## src/rtl/core/los_pkg.sv

```systemverilog
// shared types, constants and helpers for the line-of-sight angle tracker
`default_nettype none
package los_pkg;

    localparam int unsigned TIME_W   = 48;
    localparam int unsigned POS_W    = 24;
    localparam int unsigned QUAT_W   = 16;
    localparam int unsigned D_W      = POS_W + 1;
    localparam int unsigned QP_W     = 2 * QUAT_W;
    localparam int unsigned M_W      = QP_W + 2;
    localparam int unsigned P_W      = M_W + D_W;
    localparam int unsigned B_W      = P_W + 2;
    localparam int unsigned NM_W     = 29;
    localparam int unsigned SQ_W     = 60;
    localparam int unsigned ROOT_W   = SQ_W / 2;
    localparam int unsigned SQ_ITER  = SQ_W / 2;
    localparam int unsigned CW       = 34;
    localparam int unsigned ZW       = 34;
    localparam int unsigned RATE_W   = 10;
    localparam int unsigned ANG_W    = 15;
    localparam int unsigned RNG_W    = 24;
    localparam int unsigned RNG2_W   = 2 * RNG_W;
    localparam int unsigned R2_W     = 2 * D_W;
    localparam int unsigned PROD_W   = TIME_W + RATE_W;
    localparam int unsigned AZ_W     = 16;
    localparam int unsigned EL_W     = 15;
    localparam int unsigned Q13_W    = 17;
    localparam int unsigned ADDR_W   = 4;
    localparam int unsigned DATA_W   = 32;
    localparam int unsigned ATAN_LEN = 24;

    localparam logic [1:0] REG_RATE  = 2'd0;
    localparam logic [1:0] REG_ANGLE = 2'd1;
    localparam logic [1:0] REG_RANGE = 2'd2;

    localparam logic [RATE_W-1:0] RATE_RST  = 10'd30;
    localparam logic [ANG_W-1:0]  ANGLE_RST = 15'd5734;
    localparam logic [RNG_W-1:0]  RANGE_RST = 24'd51200;

    localparam logic [PROD_W-1:0] US_PER_S = 58'd1000000;

    localparam logic signed [ZW-1:0]    PI_Q30 = 34'sd3373259426;
    localparam logic signed [Q13_W-1:0] AZ_MAX = 17'sd25736;
    localparam logic signed [Q13_W-1:0] EL_MAX = 17'sd12868;

    localparam logic signed [ZW-1:0] ATAN_Q30 [ATAN_LEN] = '{
        34'sd843314857, 34'sd497837829, 34'sd263043837, 34'sd133525159,
        34'sd67021687,  34'sd33543516,  34'sd16775851,  34'sd8388437,
        34'sd4194283,   34'sd2097149,   34'sd1048576,   34'sd524288,
        34'sd262144,    34'sd131072,    34'sd65536,     34'sd32768,
        34'sd16384,     34'sd8192,      34'sd4096,      34'sd2048,
        34'sd1024,      34'sd512,       34'sd256,       34'sd128
    };

    typedef enum logic [3:0] {
        S_IDLE,
        S_TIME,
        S_CHECK,
        S_MUL1,
        S_MUL2,
        S_MUL3,
        S_SUM,
        S_MAG,
        S_NORM,
        S_SQ,
        S_ROOT,
        S_EL,
        S_DRAIN,
        S_OUT
    } t_state;

    typedef struct packed {
        logic                  valid;
        logic                  is_el;
        logic                  zero;
        logic signed [CW-1:0]  x;
        logic signed [CW-1:0]  y;
        logic signed [ZW-1:0]  z;
    } t_cordic;

    // round half up from 2^-30 rad to q3.13 and clamp
    function automatic logic signed [Q13_W-1:0] to_q13(
        input logic signed [ZW-1:0]    z,
        input logic signed [Q13_W-1:0] lim
    );
        logic signed [ZW:0]    ze;
        logic signed [ZW:0]    half;
        logic signed [ZW:0]    sum;
        logic signed [ZW-17:0] a;
        logic signed [Q13_W-1:0] res;
        ze   = {z[ZW-1], z};
        half = (ZW+1)'(65536);
        sum  = ze + half;
        a    = sum[ZW:17];
        if (a > lim) begin
            res = lim;
        end else if (a < -lim) begin
            res = -lim;
        end else begin
            res = a[Q13_W-1:0];
        end
        return res;
    endfunction

endpackage
`default_nettype wire

```

## src/rtl/core/los_isqrt.sv

```systemverilog
// bit-serial floor integer square root, one result bit per cycle
`default_nettype none
module los_isqrt (
    input  logic                         i_clk,
    input  logic                         i_rst_n,
    input  logic                         i_start,
    input  logic [los_pkg::SQ_W-1:0]     i_n,
    output logic                         o_done,
    output logic [los_pkg::ROOT_W-1:0]   o_root
);
    import los_pkg::*;

    localparam int unsigned CNT_W = $clog2(SQ_ITER);

    logic             r_busy;
    logic             r_done;
    logic [CNT_W-1:0] r_cnt;
    logic [SQ_W-1:0]  r_n;
    logic [SQ_W-1:0]  r_r;
    logic [SQ_W-1:0]  r_bit;
    logic [SQ_W-1:0]  trial;
    logic             fits;

    assign trial = r_r + r_bit;
    assign fits  = r_n >= trial;

    always_ff @(posedge i_clk) begin
        if (!i_rst_n) begin
            r_busy <= 1'b0;
            r_done <= 1'b0;
            r_cnt  <= '0;
        end else begin
            r_done <= 1'b0;
            if (i_start) begin
                r_busy <= 1'b1;
                r_cnt  <= '0;
            end else if (r_busy) begin
                r_cnt <= r_cnt + 1'b1;
                if (r_cnt == CNT_W'(SQ_ITER - 1)) begin
                    r_busy <= 1'b0;
                    r_done <= 1'b1;
                end
            end
        end
    end

    always_ff @(posedge i_clk) begin
        if (i_start) begin
            r_n   <= i_n;
            r_r   <= '0;
            r_bit <= {2'b01, (SQ_W-2)'(0)};
        end else if (r_busy) begin
            if (fits) begin
                r_n <= r_n - trial;
                r_r <= (r_r >> 1) + r_bit;
            end else begin
                r_r <= r_r >> 1;
            end
            r_bit <= r_bit >> 2;
        end
    end

    assign o_done = r_done;
    assign o_root = r_r[ROOT_W-1:0];

endmodule
`default_nettype wire

```

## config.mk

```make
export PLATFORM = sky130hd
export DESIGN_NAME = los_isqrt
export DESIGN_NICKNAME = d
export VERILOG_FILES = /design/src/rtl/core/los_pkg.sv /design/src/rtl/core/los_isqrt.sv
export SDC_FILE = /design/constraint.sdc
export NUM_CORES = 1
export LEC_CHECK = 0
export BUFFER_PORTS_ARGS = -buffer_cell sky130_fd_sc_hd__buf_2
export CORE_MARGIN = 2
export CORE_UTILIZATION = 65
export CTS_CLUSTER_DIAMETER = 200
export CTS_CLUSTER_SIZE = 12
export DETAILED_ROUTE_END_ITERATION = 10
export PLACE_DENSITY = 0.85
export RECOVER_POWER = 50
export SETUP_SLACK_MARGIN = 0.2
export SYNTH_ARGS = -nofsm -noshare
export SYNTH_HDL_FRONTEND = slang
export SYNTH_SLANG_ARGS = --single-unit
export TNS_END_PERCENT = 50
```

## constraint.sdc

```tcl
create_clock -name i_clk -period 25.6 [get_ports i_clk]
set_input_delay 2.56 -clock i_clk [delete_from_list [all_inputs] [get_ports i_clk]]
set_output_delay 2.56 -clock i_clk [all_outputs]
set_load 0.005 [all_outputs]
```

==> flow_metrics.py <==
metrics = {
    "run_status": {
        "outcome": "finished, violations left",
        "failed_checks": "max-capacitance violations, max-slew violations",
    },
    "synth": {
        "synth.avg_cell_area_sq_um": 7.86,
        "synth.largest_area_cell": "dfxtp_1",
        "synthMuxAreaShare_pct": 3.47,
        "synth_top_area_share_pct": 13.1,
        "ys_ff_latch": 157,
        "netlist_area_sq_mm": 0.0149,
        "synthArstFlopShare_pct": 0,
        "synth_xor_xnor_area_share_pct": 7.30,
        "ys.flop_type": "dfxtp_1",
        "ys_seq_area_share_pct": 25.2,
        "synthAdderAreaFrac_pct": 10.6,
        "synth_edf_count": 60,
        "synth_top_family_by_area": "compound AO/OA/AOI/OAI gates",
        "synth-compound-area-share_pct": 27.4,
        "synthTopCellsByArea": "dfxtp_1 (13%), edfxtp_1 (12%), ha_1 (10%)",
        "mappedNetlistNets": 2081,
        "synthSimpleGateAreaFrac_pct": 20.7,
        "yosys_warnings": 0,
        "syn-instance-count": 1893,
        "synth_cell_types": 91,
    },
    "setup_path": {
        "critical_path_required_ns": 25.76,
        "cp-end-kind": "flop",
        "worst-setup-path-type": "input port to flop",
        "timing.rr.start": "r_r[20]",
        "crit_start": "i_start",
        "rr_worst_depth": 18,
        "path_max_fanout": 80,
        "cp-start-kind": "input port",
        "arrival_ns": 7.43,
    },
    "cells_and_area": {
        "drive_gt1_share_pct": 8.28,
        "diodes": 0,
        "n_fill_cell": 1913,
        "fin_nets": 2070,
        "syn2layout_area_growth_pct": 5.32,
        "final_design_area_no_fill_sq_mm": 0.0157,
    },
    "drt": {
        "drt_first_iter_violations": 1754,
        "ant_nets": 0,
        "via_count": 14700,
        "viasPerCell": 6.75,
        "drt_first_pass_iters": 7,
        "wire_per_inst_um": 19.5,
        "wl_um": 42500,
        "drc": 0,
    },
    "grt": {
        "track_usage_pct": 34.7,
        "overflow": 0,
        "grt_pass1_vias": 13600,
        "grt_pass1_wl_um": 68000,
        "antenna_found_initial": 0,
        "grt_max_degree": 90,
    },
    "timing": {
        "hold_viol_final": 0,
        "slew_viol_final": 232,
        "fmax_ghz": 0.138,
        "final.setup.worst_slack_ns": 18.33,
        "min_period_ns": 7.27,
        "relSlewSlack_pct": -143,
        "setup_viol": 0,
        "worst_pin_slew_ns": 3.64,
        "fin_skew_ns": 0.0198,
        "finalSetupTns_ns": 0,
        "fin_crit_sh_pct": 28.4,
        "rsz0062_at_grt": "false",
    },
    "place": {
        "dpl_cell_area_sq_mm": 0.0151,
        "dp_slack_ns": 18.79,
        "dp_hpwl_um": 31600,
        "gp_routability_congestion": 0.992,
        "io_buffers": 93,
    },
    "clock_network": {
        "cts_tree": "yes",
        "ctsHoldBuffers": 0,
        "post_cts_buffers": 0,
        "cts_resized": 0,
        "cts_sinks": 157,
        "numCtsBuffers": 17,
        "path_clk_slew_ns": 0.07,
        "clockBufferDepth": 2,
        "insertion_delay_ns": 0.45,
        "htreeDepth": 4,
        "cts-root-buf": "clkbuf_16",
    },
    "min_path": {
        "holdPathStages": 2,
        "min_path_type": "flop to flop",
        "hp-start": "r_cnt[4]",
    },
    "floorplan": {
        "die_height_um": 155,
        "core_area_sq_mm": 0.0226,
        "rows": 55,
        "ios": 94,
        "start_util_pct": 65.9,
        "die-area_sq_mm": 0.0241,
        "dieWidth_um": 155,
    },
    "power_and_ir_drop": {
        "ir_drop_uv": 94.7,
        "leakage_uw": 0.00591,
        "powerDensity_mw_per_mm2": 102,
    },
    "flow_run": {
        "maxCapViolations": 4,
    },
}
==> where the power goes <==
group | switching (uW) | internal (uW) | leakage (uW)
clock | 124 | 145 | 0.000293
sequential | 58.6 | 343 | 0.00139
combinational | 585 | 344 | 0.00422
total | 768 | 832 | 0.00591
==> cell usage after synthesis, drive strengths merged (39+ instances only) <==
library cell,count
nor2,210
nand2,207
o21ai,149
a21oi,124
ha,124
dfxtp,97
clkbuf,67
xnor2,67
buf,63
edfxtp,60
xor2,57
a31oi,53
nand4,49
mux2i,46
nand3,40
a211oi,39
==> critical path: stages <==
cell and delay (ns):
clkbuf_1 1.73, clkbuf_1 2.69, o22ai_1 0.40
==> per-layer routing <==
metal	global-route usage [%]	wire length [um]	vias up
met1	49.5	19100	6828
met2	53.9	18200	780
met3	6.21	4160	90
met4	9.83	1100	0
met5	0	0	-
li1	-	-	7022
==> stage by stage <==
stage | instances | util, % | total power (uW) | hold slack (ns)
6_report | 2180 | 69.4 | 1600 | 0.525
3_3_place_gp | 2148 | 67.0 | 1290 | 0.487
2_1_floorplan | 1893 | - | 1110 | 0.465
4_1_cts | 2180 | 69.7 | 1570 | 0.529
5_1_grt | 2180 | 69.4 | 1700 | 0.554
3_5_place_dp | 2148 | 67.0 | 1300 | 0.516
==> worst paths after layout <==
kind | to | slack (ns)
min | o_done | 0.53
max | r_r[14] | 18.33
min reg2reg | o_done | 0.53
max reg2reg | r_n[40] | 18.69
==> cells in the final DEF, fill, tap and decap left out, types with 35 or more instances in the layout <==
cell and instances:
inv_1 38, edfxtp_1 60, nor2_1 210, nand3_1 40, xnor2_1 67, buf_2 64, nand2_1 206, a21o_1 35
ha_1 124, xor2_1 57, o21ai_0 139, nand4_1 48, dfxtp_1 96, a211oi_1 36, a31oi_1 53, a21oi_1 121
mux2i_1 46
==> final cells by class <==
cell class	instances	area [sq um]	area share (%)
Timing Repair Buffer	100	470	3.00
Multi-Input combinational cell	1567	10300	66.0
Clock inverter	13	149	0.950
Sequential cell	157	3750	23.9
Tap cell	285	357	2.28
Inverter	39	146	0.934
Clock buffer	19	454	2.90
==> cell families (layout without fill, tap and decap cells) <==
kind of cell	Yosys count	after routing
AOI/OAI and AO/OA	611	611
adders and majority gates	125	125
muxes	51	51
and+or+nand+nor	656	656
buffers and inverters	169	171
xor gates and xnor gates	124	124
DFF	157	157
==> registers in the layout, indices dropped and copies added, names as in the netlist <==
register	flops
r_bit	30
r_r	60
o_done	1
r_n	60
r_busy	1
r_cnt	5
(Power assumes the default switching activity.)
