### src/rtl/core/los_pkg.sv
// shared types, constants and helpers for the line-of-sight angle tracker
`default_nettype none
package los_pkg;

    localparam int unsigned TIME_W   = 48;
    localparam int unsigned POS_W    = 24;
    localparam int unsigned QUAT_W   = 16;
    localparam int unsigned D_W      = POS_W + 1;
    localparam int unsigned QP_W     = 2 * QUAT_W;
    localparam int unsigned M_W      = QP_W + 2;
    localparam int unsigned P_W      = M_W + D_W;
    localparam int unsigned B_W      = P_W + 2;
    localparam int unsigned NM_W     = 29;
    localparam int unsigned SQ_W     = 60;
    localparam int unsigned ROOT_W   = SQ_W / 2;
    localparam int unsigned SQ_ITER  = SQ_W / 2;
    localparam int unsigned CW       = 34;
    localparam int unsigned ZW       = 34;
    localparam int unsigned RATE_W   = 10;
    localparam int unsigned ANG_W    = 15;
    localparam int unsigned RNG_W    = 24;
    localparam int unsigned RNG2_W   = 2 * RNG_W;
    localparam int unsigned R2_W     = 2 * D_W;
    localparam int unsigned PROD_W   = TIME_W + RATE_W;
    localparam int unsigned AZ_W     = 16;
    localparam int unsigned EL_W     = 15;
    localparam int unsigned Q13_W    = 17;
    localparam int unsigned ADDR_W   = 4;
    localparam int unsigned DATA_W   = 32;
    localparam int unsigned ATAN_LEN = 24;

    localparam logic [1:0] REG_RATE  = 2'd0;
    localparam logic [1:0] REG_ANGLE = 2'd1;
    localparam logic [1:0] REG_RANGE = 2'd2;

    localparam logic [RATE_W-1:0] RATE_RST  = 10'd30;
    localparam logic [ANG_W-1:0]  ANGLE_RST = 15'd5734;
    localparam logic [RNG_W-1:0]  RANGE_RST = 24'd51200;

    localparam logic [PROD_W-1:0] US_PER_S = 58'd1000000;

    localparam logic signed [ZW-1:0]    PI_Q30 = 34'sd3373259426;
    localparam logic signed [Q13_W-1:0] AZ_MAX = 17'sd25736;
    localparam logic signed [Q13_W-1:0] EL_MAX = 17'sd12868;

    localparam logic signed [ZW-1:0] ATAN_Q30 [ATAN_LEN] = '{
        34'sd843314857, 34'sd497837829, 34'sd263043837, 34'sd133525159,
        34'sd67021687,  34'sd33543516,  34'sd16775851,  34'sd8388437,
        34'sd4194283,   34'sd2097149,   34'sd1048576,   34'sd524288,
        34'sd262144,    34'sd131072,    34'sd65536,     34'sd32768,
        34'sd16384,     34'sd8192,      34'sd4096,      34'sd2048,
        34'sd1024,      34'sd512,       34'sd256,       34'sd128
    };

    typedef enum logic [3:0] {
        S_IDLE,
        S_TIME,
        S_CHECK,
        S_MUL1,
        S_MUL2,
        S_MUL3,
        S_SUM,
        S_MAG,
        S_NORM,
        S_SQ,
        S_ROOT,
        S_EL,
        S_DRAIN,
        S_OUT
    } t_state;

    typedef struct packed {
        logic                  valid;
        logic                  is_el;
        logic                  zero;
        logic signed [CW-1:0]  x;
        logic signed [CW-1:0]  y;
        logic signed [ZW-1:0]  z;
    } t_cordic;

    // round half up from 2^-30 rad to q3.13 and clamp
    function automatic logic signed [Q13_W-1:0] to_q13(
        input logic signed [ZW-1:0]    z,
        input logic signed [Q13_W-1:0] lim
    );
        logic signed [ZW:0]    ze;
        logic signed [ZW:0]    half;
        logic signed [ZW:0]    sum;
        logic signed [ZW-17:0] a;
        logic signed [Q13_W-1:0] res;
        ze   = {z[ZW-1], z};
        half = (ZW+1)'(65536);
        sum  = ze + half;
        a    = sum[ZW:17];
        if (a > lim) begin
            res = lim;
        end else if (a < -lim) begin
            res = -lim;
        end else begin
            res = a[Q13_W-1:0];
        end
        return res;
    endfunction

endpackage
`default_nettype wire

### src/rtl/core/los_cordic_cell.sv
// one vectoring cordic micro-rotation with a fixed shift
`default_nettype none
module los_cordic_cell #(
    parameter int unsigned SHIFT = 0
) (
    input  logic             i_clk,
    input  logic             i_rst_n,
    input  los_pkg::t_cordic i_cell,
    output los_pkg::t_cordic o_cell
);
    import los_pkg::*;

    logic signed [CW-1:0] x;
    logic signed [CW-1:0] y;
    logic signed [CW-1:0] xs;
    logic signed [CW-1:0] ys;
    logic signed [ZW-1:0] z;
    t_cordic              n_cell;
    t_cordic              r_cell;

    always_comb begin
        x      = i_cell.x;
        y      = i_cell.y;
        z      = i_cell.z;
        xs     = x >>> SHIFT;
        ys     = y >>> SHIFT;
        n_cell = i_cell;
        if (y > 0) begin
            n_cell.x = x + ys;
            n_cell.y = y - xs;
            n_cell.z = z + ATAN_Q30[SHIFT];
        end else begin
            n_cell.x = x - ys;
            n_cell.y = y + xs;
            n_cell.z = z - ATAN_Q30[SHIFT];
        end
    end

    always_ff @(posedge i_clk) begin
        if (!i_rst_n) begin
            r_cell.valid <= 1'b0;
        end else begin
            r_cell.valid <= n_cell.valid;
        end
        r_cell.is_el <= n_cell.is_el;
        r_cell.zero  <= n_cell.zero;
        r_cell.x     <= n_cell.x;
        r_cell.y     <= n_cell.y;
        r_cell.z     <= n_cell.z;
    end

    assign o_cell = r_cell;

endmodule
`default_nettype wire

### config.mk
export PLATFORM = sky130hd
export DESIGN_NAME = los_cordic_cell
export DESIGN_NICKNAME = d
export VERILOG_FILES = /design/src/rtl/core/los_pkg.sv /design/src/rtl/core/los_cordic_cell.sv
export SDC_FILE = /design/constraint.sdc
export NUM_CORES = 1
export LEC_CHECK = 0
export BUFFER_PORTS_ARGS = -buffer_cell sky130_fd_sc_hd__buf_2
export CORE_MARGIN = 3
export CORE_UTILIZATION = 25
export CTS_CLUSTER_SIZE = 25
export DETAILED_ROUTE_END_ITERATION = 10
export GPL_ROUTABILITY_DRIVEN = 1
export GPL_TIMING_DRIVEN = 0
export SYNTH_ARGS = -nofsm -noshare
export SYNTH_HDL_FRONTEND = slang
export SYNTH_SLANG_ARGS = --single-unit
export TNS_END_PERCENT = 5
### constraint.sdc
create_clock -name i_clk -period 4.1 [get_ports i_clk]
set_clock_uncertainty 0.2 [all_clocks]
set_input_delay 0.41 -clock i_clk [delete_from_list [all_inputs] [get_ports i_clk]]
set_output_delay 0.41 -clock i_clk [all_outputs]
set_load 0.01 [all_outputs]
==> flow_metrics.tcl <==
set metrics [dict create \
    power_frac_clock 0.222 \
    die-height_microns 200 \
    hold_ws_ps 44.6 \
    ys_ff_latch 104 \
    final_nets 1692 \
    cp-end-kind "flip-flop" \
    rsz0062_at_grt "true" \
    synth_simple_gate_area_frac 0.150 \
    top_level_ports 212 \
    swShare 0.399 \
    synthToLayoutAreaGrowth_pct 25.4 \
    antenna_found_initial 2 \
    p_comb_frac 0.449 \
    setup_viol 0 \
    gp_congestion 0.964 \
    ant_nets 0 \
    finalMaxSlewViolations 0 \
    synth_flop_cell "dfxtp_1" \
    syn_inst 1217 \
    synth_edf_count 0 \
    synth_top_family_by_area "compound AO/OA/AOI/OAI gates" \
    layout_min_cycle_time_ps 3930 \
    max-clock-path-buffers 2 \
    slowest_stage "nor4_4" \
    fillCellCount 4033 \
    finalCritPeriodShare 0.959 \
    htree_levels 3 \
    cp.arrival_ps 4040 \
    hold_viol 0 \
    path_clk_slew_ps 70 \
    syn-cell-area_sq_mm 0.00945 \
    synth_compound_area_frac 0.283 \
    p_switching_w 0.00158 \
    maxSlewHeadroom 0.362 \
    grt_pass1_vias 9788 \
    core_sq_mm 0.0370 \
    cts_sinks 104 \
    p_seq_frac 0.329 \
    power_report.internal_total_w 0.00237 \
    grt_pass1_wl_mm 56.7 \
    largest_reg_flops 104 \
    worstSetupStartpoint "i_cell[59]" \
    grt_overflow 0 \
    clockRootBuffer "clkbuf_16" \
    drc 0 \
    yosysWarnings 0 \
    drt_iter0_drc 762 \
    p_leak_nw 5.48 \
    avgSynthCellArea_sq_um 7.77 \
    die_w_microns 200 \
    synth-xor-area-share 0.0852 \
    syn_nets 1459 \
    start_util 0.256 \
    final_common_cell "buf_2" \
    critical_path_class "primary input to flip-flop" \
    drive_above_1_share 0.217 \
    cp_data_required_time_ps 4200 \
    wire_per_inst_microns 19.0 \
    viasPerCell 5.03 \
    synthAdderAreaFrac 0.182 \
    ys_async_sr_fraction 0 \
    cp-endpoint "o_cell[33]" \
    ir_drop_mv 0.165 \
    rows 70 \
    num_vias 9849 \
    critPathLaunchType "primary input" \
    post_synth_num_cell_types 76 \
    crit_path_max_fanout 7 \
    outcome "complete, no violations" \
    cts_tree "done" \
    cp_slowest_stage_delay_ps 410 \
    drt-total-wl_mm 37.2 \
    ys_seq_area_frac 0.220 \
    max_freq_mhz 254 \
    min_path_type "primary input to flip-flop" \
    drv_cap 0 \
    path_cells "buf_2, nor4_4, nand4_1, nor2_1, a21o_2, buf_8, clkbuf_16, ha_2, a21o_1, a211oi_1, o31ai_1, a211oi_1, o2bb2ai_2, or3_4, a31oi_4, o21a_1, nor2_1, xnor2_1" \
    final_util 0.321 \
    port_buffers 211 \
    numCtsBuffers 9 \
    final_cell_mix "buf_2 (219), a21oi_1 (143), ha_1 (117)" \
    die_area_sq_mm 0.0402 \
    tightest_slew_ps 956 \
    detailedRoute.firstPassIterationCount 5 \
    hpwl_mm 29.3 \
    grt_start_max_net_pins 26 \
    p_per_area_mw_per_mm2 333 \
    grt.total_usage 0.178 \
    muxShareOfSynthArea 0.0106 \
]
==> layout make-up <==
type | count | area, sq um | area share
Sequential cell | 104 | 2080 | 0.176
Multi-Input combinational cell | 948 | 6990 | 0.589
Clock inverter | 6 | 43.8 | 0.00369
Antenna cell | 1 | 2.50 | 0.000211
Tap cell | 504 | 631 | 0.0532
Buffer | 43 | 224 | 0.0189
Inverter | 114 | 433 | 0.0365
Timing Repair Buffer | 230 | 1210 | 0.102
Clock buffer | 10 | 239 | 0.0202
==> worst min path at each step <==
stage	end	depth (start not counted)	from	slack (ps)
after global routing	o_cell[104]	2	i_cell[104]	40
after CTS	o_cell[104]	2	i_cell[104]	30
after detailed placement	o_cell[103]	1	i_cell[103]	320
after floorplan	o_cell[102]	0	i_cell[102]	240
final	o_cell[104]	2	i_cell[104]	40
after global placement	o_cell[103]	1	i_cell[103]	320
==> Yosys cell counts (all sizes together), types with 6 or more instances <==
| cell | number | share of area |
|---|---|---|
| a21oi | 148 | 0.078 |
| ha | 131 | 0.17 |
| inv | 110 | 0.044 |
| dfxtp | 104 | 0.22 |
| nor2 | 103 | 0.042 |
| o21ai | 77 | 0.041 |
| xnor2 | 76 | 0.070 |
| nand2 | 62 | 0.025 |
| a21o | 35 | 0.028 |
| clkbuf | 35 | 0.014 |
| o21bai | 32 | 0.026 |
| nor3 | 23 | 0.012 |
| nand2b | 19 | 0.013 |
| o21a | 19 | 0.015 |
| nand4 | 17 | 0.011 |
| buf | 16 | 0.0094 |
| nor2b | 16 | 0.011 |
| xor2 | 16 | 0.015 |
| a211oi | 12 | 0.0095 |
| nand3 | 12 | 0.0064 |
| nor4 | 12 | 0.0079 |
| o31ai | 12 | 0.011 |
| a31oi | 10 | 0.0066 |
| mux2i | 10 | 0.011 |
| o211ai | 10 | 0.0079 |
| and2 | 6 | 0.0040 |
| and3 | 6 | 0.0040 |
| o2111ai | 6 | 0.0056 |
| or2 | 6 | 0.0040 |
==> what timing repair did <==
action                                  in CTS  in global routing
pin swaps                                   16                 23
hold buffers                                 2                  0
endpoints found under the setup margin      31                  6
gates cloned                                 1                  1
gates resized for setup                     42                 24
buffers inserted                             8                  7
endpoints found under the hold margin        2                  0
==> layer usage <==
| metal | share of wire | track usage |
|---|---|---|
| met1 | 0.45 | 0.237 |
| met2 | 0.46 | 0.297 |
| met3 | 0.068 | 0.0302 |
| met4 | 0.026 | 0.0560 |
| met5 | 0.00035 | 0 |
==> stage by stage <==
stage               cells  setup TNS [ps]  setup WS [ps]  instance area [sq um]  power [W]
floorplan            1217           -43.6          -43.6                   9460    0.00235
global route         1960           -44.1          -29.4                  11900    0.00421
global placement     1932          -52710          -2470                  11100    0.00300
CTS                  1952           -5.24          -5.24                  11700    0.00397
finish               1960               0            168                  11900    0.00395
detailed placement   1932          -53060          -2480                  11100    0.00301
==> logic make-up (layout without fill, tap and decap cells) <==
| kind of cell | Yosys count | after routing |
|---|---|---|
| xor+xnor | 92 | 92 |
| flops | 104 | 104 |
| other cells | 0 | 1 |
| mux | 10 | 10 |
| buf+inv | 165 | 403 |
| compound gates | 416 | 416 |
| simple gates | 295 | 295 |
| fa+ha+maj | 135 | 135 |
==> critical path: cells and delay by family <==
family,cells,cell delay (ps)
adders and majority gates,1,320
xor gates and xnor gates,1,130
AOI/OAI and AO/OA,8,1610
and+or+nand+nor,5,1090
buffers and inverters,3,450
==> power by group through the flow <==
stage | logic (W) | clock network, W | registers [W]
6_report | 0.00177 | 0.000878 | 0.00130
5_1_grt | 0.00192 | 0.000957 | 0.00132
4_1_cts | 0.00174 | 0.000926 | 0.00130
3_5_place_dp | 0.00168 | 0 | 0.00132
3_3_place_gp | 0.00168 | 0 | 0.00132
2_1_floorplan | 0.000908 | 0 | 0.00145
No activity file was read; power rests on OpenSTA's default activity.
